<file path="src/rtl/yuvtile_pkg.sv">
// yuvtile_pkg.sv
// widths, register codes, size limits and the size clamp of the tiled texture block
// no dependencies
`default_nettype none

package yuvtile_pkg;

  localparam int unsigned MAX_WIDTH  = 2048;
  localparam int unsigned MAX_HEIGHT = 2048;

  localparam int unsigned SIZE_W   = 12;
  localparam int unsigned COUNT_W  = 11;
  localparam int unsigned OFFSET_W = 23;
  localparam int unsigned BYTE_W   = 8;
  localparam int unsigned CFG_IDX_W = 4;

  typedef logic [SIZE_W-1:0]    size_t;
  typedef logic [COUNT_W-1:0]   count_t;
  typedef logic [OFFSET_W-1:0]  offset_t;
  typedef logic [BYTE_W-1:0]    byte_t;
  typedef logic [CFG_IDX_W-1:0] cfg_idx_t;

  // register indexes
  localparam cfg_idx_t REG_LINE_WIDTH = cfg_idx_t'(0);
  localparam cfg_idx_t REG_LINE_COUNT = cfg_idx_t'(1);

  localparam size_t   LINE_WIDTH_RST = size_t'(640);
  localparam size_t   LINE_COUNT_RST = size_t'(480);
  localparam offset_t AREA_RST       = offset_t'(640 * 480);

  // clear the low three bits, floor at 8, clamp to the limit
  function automatic size_t eff_size(input size_t raw, input logic [13:0] max_sz);
    size_t v;
    v = raw & size_t'(12'hFF8);
    if (v < size_t'(8)) v = size_t'(8);
    if ({2'b00, v} > max_sz) v = size_t'(max_sz & ~14'd7);
    if (v < size_t'(8)) v = size_t'(8);
    return v;
  endfunction

endpackage

`default_nettype wire

</file>
<file path="src/rtl/yuvtile_if.sv">
// yuvtile_if.sv
// valid/ready channel interfaces: source byte in, tiled word out, register writes
// depends on yuvtile_pkg
`default_nettype none

interface yuvtile_in_if import yuvtile_pkg::*; ();
  logic  valid;
  logic  ready;
  byte_t sample_byte;

  modport source (output valid, output sample_byte, input ready);
  modport sink   (input valid, input sample_byte, output ready);
endinterface

interface yuvtile_out_if import yuvtile_pkg::*; ();
  logic    valid;
  logic    ready;
  offset_t dest_offset;
  byte_t   dest_byte;
  logic    frame_end;

  modport source (output valid, output dest_offset, output dest_byte, output frame_end,
                  input ready);
  modport sink   (input valid, input dest_offset, input dest_byte, input frame_end,
                  output ready);
endinterface

interface yuvtile_cfg_if import yuvtile_pkg::*; ();
  logic     valid;
  logic     ready;
  cfg_idx_t index;
  size_t    data;

  modport source (output valid, output index, output data, input ready);
  modport sink   (input valid, input index, input data, output ready);
endinterface

`default_nettype wire

</file>
<file path="src/rtl/planar_yuv420_to_tiled_texture.sv">
// planar 4:2:0 frame bytes to tiled texture byte offsets
// one byte in, one word out
// depends on yuvtile_pkg and the channel interfaces in yuvtile_if.sv
//
// usage
// - sample_i takes the frame bytes in buffer order: Y plane raster, then U, then V
// - result_o gives each byte with its destination offset; frame_end marks the
//   last V byte, after which the counters start the next frame
// - cfg_i writes line_width (index 0) and line_count (index 1); it is always
//   ready, other indexes are ignored; write only while no word is in flight
// - throughput: one word per cycle while result_o.ready stays high, with no bubbles
// - pipeline: the input register, then the result register after the tile
//   multiply and offset add
// - stall: when result_o.ready is low and the result register is full, it holds;
//   the input register still takes one more word, then sample_i.ready drops
// - reset: counters go to the start of the Y plane, 640x480 is loaded,
//   both pipeline stages empty
// - luma area w*h is kept in a register updated on each size write
`default_nettype none

module planar_yuv420_to_tiled_texture import yuvtile_pkg::*; (
  input  logic          clk_i,
  input  logic          rst_ni,
  yuvtile_cfg_if.sink   cfg_i,
  yuvtile_in_if.sink    sample_i,
  yuvtile_out_if.source result_o
);

  typedef enum logic [1:0] {
    PLANE_Y = 2'd0,
    PLANE_U = 2'd1,
    PLANE_V = 2'd2
  } plane_e;

  // configuration and luma area
  size_t   line_width_q, line_count_q;
  offset_t area_q, area_d;
  size_t   w_eff, h_eff;
  logic [2*SIZE_W-1:0] area_prod;
  size_t   mul_a, mul_b;

  // frame position counters
  count_t col_q, col_d, row_q, row_d;
  plane_e plane_q, plane_d;
  logic   last_d;
  size_t  cols, rows;
  size_t  col_inc, row_inc;

  // input register
  logic   s1_valid_q;
  byte_t  s1_byte_q;
  count_t s1_col_q, s1_row_q;
  plane_e s1_plane_q;
  logic   s1_last_q;

  // result register
  logic    s2_valid_q;
  offset_t s2_offset_q;
  byte_t   s2_byte_q;
  logic    s2_last_q;

  logic in_fire, s2_load, cfg_fire;

  assign w_eff = eff_size(line_width_q, 14'(MAX_WIDTH));
  assign h_eff = eff_size(line_count_q, 14'(MAX_HEIGHT));

  // handshakes
  assign cfg_i.ready    = 1'b1;
  assign cfg_fire       = cfg_i.valid;
  assign s2_load        = s1_valid_q && (!s2_valid_q || result_o.ready);
  assign sample_i.ready = !s1_valid_q || s2_load;
  assign in_fire        = sample_i.valid && sample_i.ready;

  // new area from the written size and the other, held size
  always_comb begin
    mul_a = w_eff;
    mul_b = h_eff;
    unique case (cfg_i.index)
      REG_LINE_WIDTH: mul_a = eff_size(cfg_i.data, 14'(MAX_WIDTH));
      REG_LINE_COUNT: mul_b = eff_size(cfg_i.data, 14'(MAX_HEIGHT));
      default: ;
    endcase
  end

  assign area_prod = {{SIZE_W{1'b0}}, mul_a} * {{SIZE_W{1'b0}}, mul_b};
  assign area_d    = area_prod[OFFSET_W-1:0];

  always_ff @(posedge clk_i or negedge rst_ni) begin
    if (!rst_ni) begin
      line_width_q <= LINE_WIDTH_RST;
      line_count_q <= LINE_COUNT_RST;
      area_q       <= AREA_RST;
    end else if (cfg_fire) begin
      unique case (cfg_i.index)
        REG_LINE_WIDTH: begin
          line_width_q <= cfg_i.data;
          area_q       <= area_d;
        end
        REG_LINE_COUNT: begin
          line_count_q <= cfg_i.data;
          area_q       <= area_d;
        end
        default: ;
      endcase
    end
  end

  // plane dimensions: chroma is half size in both directions
  always_comb begin
    if (plane_q == PLANE_Y) begin
      cols = w_eff;
      rows = h_eff;
    end else begin
      cols = {1'b0, w_eff[SIZE_W-1:1]};
      rows = {1'b0, h_eff[SIZE_W-1:1]};
    end
  end

  assign col_inc = {1'b0, col_q} + size_t'(1);
  assign row_inc = {1'b0, row_q} + size_t'(1);

  // counter advance; a counter at or past a shrunk limit wraps here
  always_comb begin
    col_d   = col_inc[COUNT_W-1:0];
    row_d   = row_q;
    plane_d = plane_q;
    last_d  = 1'b0;
    if (col_inc >= cols) begin
      col_d = '0;
      if (row_inc >= rows) begin
        row_d = '0;
        unique case (plane_q)
          PLANE_Y: plane_d = PLANE_U;
          PLANE_U: plane_d = PLANE_V;
          default: begin
            plane_d = PLANE_Y;
            last_d  = 1'b1;
          end
        endcase
      end else begin
        row_d = row_inc[COUNT_W-1:0];
      end
    end
  end

  always_ff @(posedge clk_i or negedge rst_ni) begin
    if (!rst_ni) begin
      col_q      <= '0;
      row_q      <= '0;
      plane_q    <= PLANE_Y;
      s1_valid_q <= 1'b0;
      s2_valid_q <= 1'b0;
    end else begin
      if (in_fire) begin
        col_q   <= col_d;
        row_q   <= row_d;
        plane_q <= plane_d;
      end
      if (in_fire) begin
        s1_valid_q <= 1'b1;
      end else if (s2_load) begin
        s1_valid_q <= 1'b0;
      end
      if (s2_load) begin
        s2_valid_q <= 1'b1;
      end else if (result_o.ready) begin
        s2_valid_q <= 1'b0;
      end
    end
  end

  // offset: tile index times 32 plus the position inside the tile, plus the luma area for chroma.
  // luma and chroma both have w/8 tiles per tile row
  logic [SIZE_W-4:0]     tiles_per_row;
  logic [COUNT_W-3:0]    tile_row;
  logic [2*(SIZE_W-3)-1:0] tile_prod;
  logic [OFFSET_W-6:0]   tile_idx;
  logic [OFFSET_W-6:0]   tile_col;
  offset_t               offset_d;

  assign tiles_per_row = w_eff[SIZE_W-1:3];
  assign tile_row      = s1_row_q[COUNT_W-1:2];
  assign tile_prod     = {{(COUNT_W-2){1'b0}}, tiles_per_row} *
                         {{(SIZE_W-3){1'b0}}, tile_row};

  always_comb begin
    if (s1_plane_q == PLANE_Y) begin
      tile_col = (OFFSET_W-5)'(s1_col_q[COUNT_W-1:3]);
    end else begin
      tile_col = (OFFSET_W-5)'(s1_col_q[COUNT_W-1:2]);
    end
  end

  assign tile_idx = tile_prod[OFFSET_W-6:0] + tile_col;

  always_comb begin
    unique case (s1_plane_q)
      PLANE_Y: offset_d = {tile_idx, s1_row_q[1:0], s1_col_q[2:0]};
      PLANE_U: offset_d = area_q + {tile_idx, s1_row_q[1:0], s1_col_q[1:0], 1'b0};
      // V byte follows its U byte
      default: offset_d = area_q + {tile_idx, s1_row_q[1:0], s1_col_q[1:0], 1'b1};
    endcase
  end

  // payload registers
  always_ff @(posedge clk_i) begin
    if (in_fire) begin
      s1_byte_q  <= sample_i.sample_byte;
      s1_col_q   <= col_q;
      s1_row_q   <= row_q;
      s1_plane_q <= plane_q;
      s1_last_q  <= last_d;
    end
    if (s2_load) begin
      s2_offset_q <= offset_d;
      s2_byte_q   <= s1_byte_q;
      s2_last_q   <= s1_last_q;
    end
  end

  assign result_o.valid       = s2_valid_q;
  assign result_o.dest_offset = s2_offset_q;
  assign result_o.dest_byte   = s2_byte_q;
  assign result_o.frame_end   = s2_last_q;

endmodule

`default_nettype wire

</file>
<file path="src/flat_wrapper.sv">
// flat-port wrapper written by rule: the top's interface ports become plain ports
module planar_yuv420_to_tiled_texture_flat import yuvtile_pkg::*;
  (clk_i, rst_ni, cfg_i_valid, cfg_i_index, cfg_i_data, cfg_i_ready, sample_i_valid, sample_i_sample_byte, sample_i_ready, result_o_valid, result_o_dest_offset, result_o_dest_byte, result_o_frame_end, result_o_ready);
  yuvtile_cfg_if cfg_i_i ();
  yuvtile_in_if sample_i_i ();
  yuvtile_out_if result_o_i ();
  input  logic clk_i;
  input  logic rst_ni;
  input wire logic [$bits(cfg_i_i.valid)-1:0] cfg_i_valid;
  input wire logic [$bits(cfg_i_i.index)-1:0] cfg_i_index;
  input wire logic [$bits(cfg_i_i.data)-1:0] cfg_i_data;
  output wire logic [$bits(cfg_i_i.ready)-1:0] cfg_i_ready;
  input wire logic [$bits(sample_i_i.valid)-1:0] sample_i_valid;
  input wire logic [$bits(sample_i_i.sample_byte)-1:0] sample_i_sample_byte;
  output wire logic [$bits(sample_i_i.ready)-1:0] sample_i_ready;
  output wire logic [$bits(result_o_i.valid)-1:0] result_o_valid;
  output wire logic [$bits(result_o_i.dest_offset)-1:0] result_o_dest_offset;
  output wire logic [$bits(result_o_i.dest_byte)-1:0] result_o_dest_byte;
  output wire logic [$bits(result_o_i.frame_end)-1:0] result_o_frame_end;
  input wire logic [$bits(result_o_i.ready)-1:0] result_o_ready;
  assign cfg_i_i.valid = cfg_i_valid;
  assign cfg_i_i.index = cfg_i_index;
  assign cfg_i_i.data = cfg_i_data;
  assign cfg_i_ready = cfg_i_i.ready;
  assign sample_i_i.valid = sample_i_valid;
  assign sample_i_i.sample_byte = sample_i_sample_byte;
  assign sample_i_ready = sample_i_i.ready;
  assign result_o_valid = result_o_i.valid;
  assign result_o_dest_offset = result_o_i.dest_offset;
  assign result_o_dest_byte = result_o_i.dest_byte;
  assign result_o_frame_end = result_o_i.frame_end;
  assign result_o_i.ready = result_o_ready;
  planar_yuv420_to_tiled_texture u_core (.clk_i(clk_i), .rst_ni(rst_ni), .cfg_i(cfg_i_i), .sample_i(sample_i_i), .result_o(result_o_i));
endmodule
</file>
<file path="config.mk">
export PLATFORM = sky130hd
export DESIGN_NAME = planar_yuv420_to_tiled_texture_flat
export DESIGN_NICKNAME = d
export VERILOG_FILES = /design/src/rtl/yuvtile_pkg.sv /design/src/rtl/yuvtile_if.sv /design/src/rtl/planar_yuv420_to_tiled_texture.sv /design/src/flat_wrapper.sv
export SDC_FILE = /design/constraint.sdc
export NUM_CORES = 1
export LEC_CHECK = 0
export ABC_AREA = 0
export BUFFER_PORTS_ARGS = -buffer_cell sky130_fd_sc_hd__buf_2
export CAP_MARGIN = 20
export CORE_MARGIN = 1.5
export CORE_UTILIZATION = 39
export DETAILED_ROUTE_END_ITERATION = 8
export GPL_TIMING_DRIVEN = 0
export PLACE_DENSITY = 0.51
export SKIP_CTS_REPAIR_TIMING = 1
export SLEW_MARGIN = 20
export SYNTH_ARGS = -nofsm -noshare
export SYNTH_HDL_FRONTEND = slang
export SYNTH_SLANG_ARGS = --single-unit
</file>
<file path="constraint.sdc">
create_clock -name clk_i -period 18.9 [get_ports clk_i]
set_input_delay 1.89 -clock clk_i [delete_from_list [all_inputs] [get_ports clk_i]]
set_output_delay 1.89 -clock clk_i [all_outputs]
set_load 0.005 [all_outputs]
</file>
==> reports/summary.txt <==
final routed DRC violation total: 0
PwrDens: 153 nW/um^2
Detailed Routing Iterations Pass 1: 5
Comb pwr share: 63.2%
Peak VDD IR: 0.0889 mV
synthesized area: 12,300 um^2
Critical Path Sink: u_core.area_q[22]
worst r2r src: u_core.line_width_q[11]
Worst Setup End Kind: flop
status: completed
worst skew pair latency: 0.44 ns
CP required: 19.20 ns
chip width: 180 um
register area share after synthesis: 28.4%
global placement routability congestion: 0.875
CP Launch Point: cfg_i_index[1]
post-synth cell types: 60
Synth Flop Type: edfxtp_1
Max transition margin: 39.8%
Net Sw Power: 0.955 mW
CTS tree: built
final net count: 1,621
final core utilization: 44.5%
worst reg2reg setup slack: 11.05 ns
Least-Margin Pin Slew: 0.899 ns
first-pass GRT wire length: 46.5 mm
routed wire length: 28.2 mm
min-delay worst type: flop to flop
clk slew on worst S/H paths: 0.06 ns
Sw Share: 45.4%
vias per cell: 5.08
grt ovf: 0
Tot Pwr: 2.10 mW
count of flip-flops with a built-in enable after synthesis: 65
die area: 32,600 um^2
Final Setup Violations: 0
Global Route Usage Sum: 18.2%
worst-path cell chain: buf_2 > nor4_2 > clkbuf_1 > nand2_1 > o21ai_0 > nand2_1 > fa_1 > fa_1 > inv_1 > ha_1 > inv_1 > fa_1 > inv_1 > ha_1 > ha_1 > a21o_1 > a21o_1 > a2111oi_2 > o31ai_1 > or4_1 > o21ai_0 > xnor2_1 > o21ai_1
initial antenna violation count: 0
H-tree Lvls: 4
Final Hold Fails: 0
Inserted Clock Buffers: 17
Final Skew: 0.0140 ns
Port Buffer Count: 59
Initial Util: 39.8%
Cell Rows: 64
Routed Antenna Nets: 0
P_int: 1.15 mW
Worst Setup Start Kind: primary input
CTS root buffer: clkbuf_16
CTS Sinks: 126
final worst slack: 10.92 ns
setup_tns: 0 ns
ranking of synthesized cells by area: fa_1, edfxtp_1, ha_1, dfrtp_1, nand2_1
Clk pwr share: 15.8%
clock buffer depth: 2
Starting DRT DRC Count: 511
syn avg cell area: 9.72 um^2
critical path's largest stage delay: 0.64 ns
Synth Register Bits: 126
worst-path maximum fanout: 10
pin count of the biggest net entering global routing: 33
RSZ-0062 raised after global routing: no
post-synthesis net count: 1,540
Non-Filler Instances: 1,754
FMAX: 125 MHz
I/O pins: 64
vias in the first global route: 8,865
post-synth top area cell: fa_1
P_leak: 6.47 nW
fin. max-slew vios: 0
commonest non-fill, non-tap cell in the layout: nand2_1
Synth Warn #: 0
Placed Instances: 1,722
reg2reg end: u_core.result_o.dest_offset[22]
max_cap viols: 0
layout cells sized above 1: 11.9%
cells after synthesis: 1,264
CORE AREA: 30,800 um^2
Worst EP arrival: 8.28 ns
synthesis-to-finish area growth: 11.8%
detail-routed net length per standard cell: 16.1 um
sequential share of power: 21.0%
Die Span Y: 180 um
final worst path period share: 42.2%
ANT cells: 0
Post-DP HPWL: 22.8 mm
post-synthesis async set-or-reset flop share: 48.4%
Setup WS pre-CTS: 10.57 ns
Synth top area share: 17.1%
R2R depth: 27
slowest CP cell: nor4_2
DR vias: 8,913
post-route minimum period: 7.98 ns
most frequent cells in the layout: nand2_1, inv_1, ha_1
CP Class: primary input to flop
[flip-flops by register name, indices dropped and copies added (netlist names), 8 cells and up]
name / flops
u_core.result_o.dest_offset: 23
u_core.area_q: 17
u_core.col_q: 11
u_core.row_q: 11
u_core.s1_col_q: 11
u_core.s1_row_q: 11
u_core.line_count_q: 9
u_core.line_width_q: 9
u_core.result_o.dest_byte: 8
u_core.s1_byte_q: 8
[worst min-delay path by stage]
stage / startpoint / endpoint / depth (start not counted)
2_1_floorplan: u_core.s1_byte_q[0] / u_core.result_o.dest_byte[0] / 0
3_3_place_gp: u_core.s1_byte_q[3] / u_core.result_o.dest_byte[3] / 0
3_5_place_dp: u_core.s1_byte_q[3] / u_core.result_o.dest_byte[3] / 0
4_1_cts: u_core.s1_byte_q[3] / u_core.result_o.dest_byte[3] / 0
5_1_grt: u_core.s1_byte_q[0] / u_core.result_o.dest_byte[0] / 0
6_report: u_core.s1_byte_q[3] / u_core.result_o.dest_byte[3] / 0
[worst max-delay path, delay by kind of cell]
kind	cells	cell delay, ns
AO/OA/AOI/OAI	7	1.61
adder cells (fa/ha/maj)	6	2.47
buffers and inverters	5	0.69
XOR/XNOR	1	0.24
AND/OR/NAND/NOR	4	1.37
[cell usage after synthesis (5+ instances only)]
library cell  count
nand2_1         159
inv_1           145
ha_1            142
fa_1            105
nor2_1           84
o21ai_0          67
edfxtp_1         65
and2_1           54
dfrtp_1          51
a21oi_1          46
mux2_2           41
xnor2_1          37
nand2b_1         31
clkbuf_1         27
xor2_1           21
o21a_1           18
nand3_1          17
nor2b_1          17
nor3_1           17
a21o_1           14
dfstp_2          10
mux2i_1           7
o31ai_1           7
buf_1             6
a22o_1            5
nor4_1            5
o21bai_1          5
[per-layer routing]
layer / part of all wire [%] / track usage [%]
met5: 0 / 0
met4: 1.3 / 4.67
met3: 2.3 / 2.43
met2: 47 / 29.4
met1: 50 / 25.7
[metrics by stage]
step	instance area (um^2)	hold slack, ns
2_1_floorplan	12300	0.400
3_5_place_dp	13100	0.405
6_report	13700	0.419
3_3_place_gp	13100	0.400
4_1_cts	13700	0.419
5_1_grt	13700	0.429
[cells by family (layout without fill, tap and decap cells)]
group           Yosys count  in the layout  share of synthesized area (%)
mux                      48             48                           4.33
compound gates          202            202                           10.6
fa+ha+maj               247            247                           31.6
buf+inv                 179            273                           5.50
xor+xnor                 58             58                           4.14
simple gates            403            403                           15.4
other cells               1              1                         0.0305
flops                   126            126                           28.4
[area by class of cell]
cell class                 count  area, um^2
tap                          396         495
buffer                        34         131
clock inverter                13         110
timing repair buffer          62         365
inverter                     145         544
sequential                   126        3490
fill                        3014       17100
clock buffer                  19         475
multi-input combinational    959        8120
[power groups by stage]
stage                     Sequential (mW)  Combinational [mW]  Clock (mW)
final                               0.441                1.33       0.331
after global routing                0.451                1.52       0.352
after CTS                           0.442                1.35       0.342
after detailed placement            0.447                1.33           0
after global placement              0.446                1.33           0
after floorplan                     0.431                1.02           0
Power figures use the tool's default switching activity.
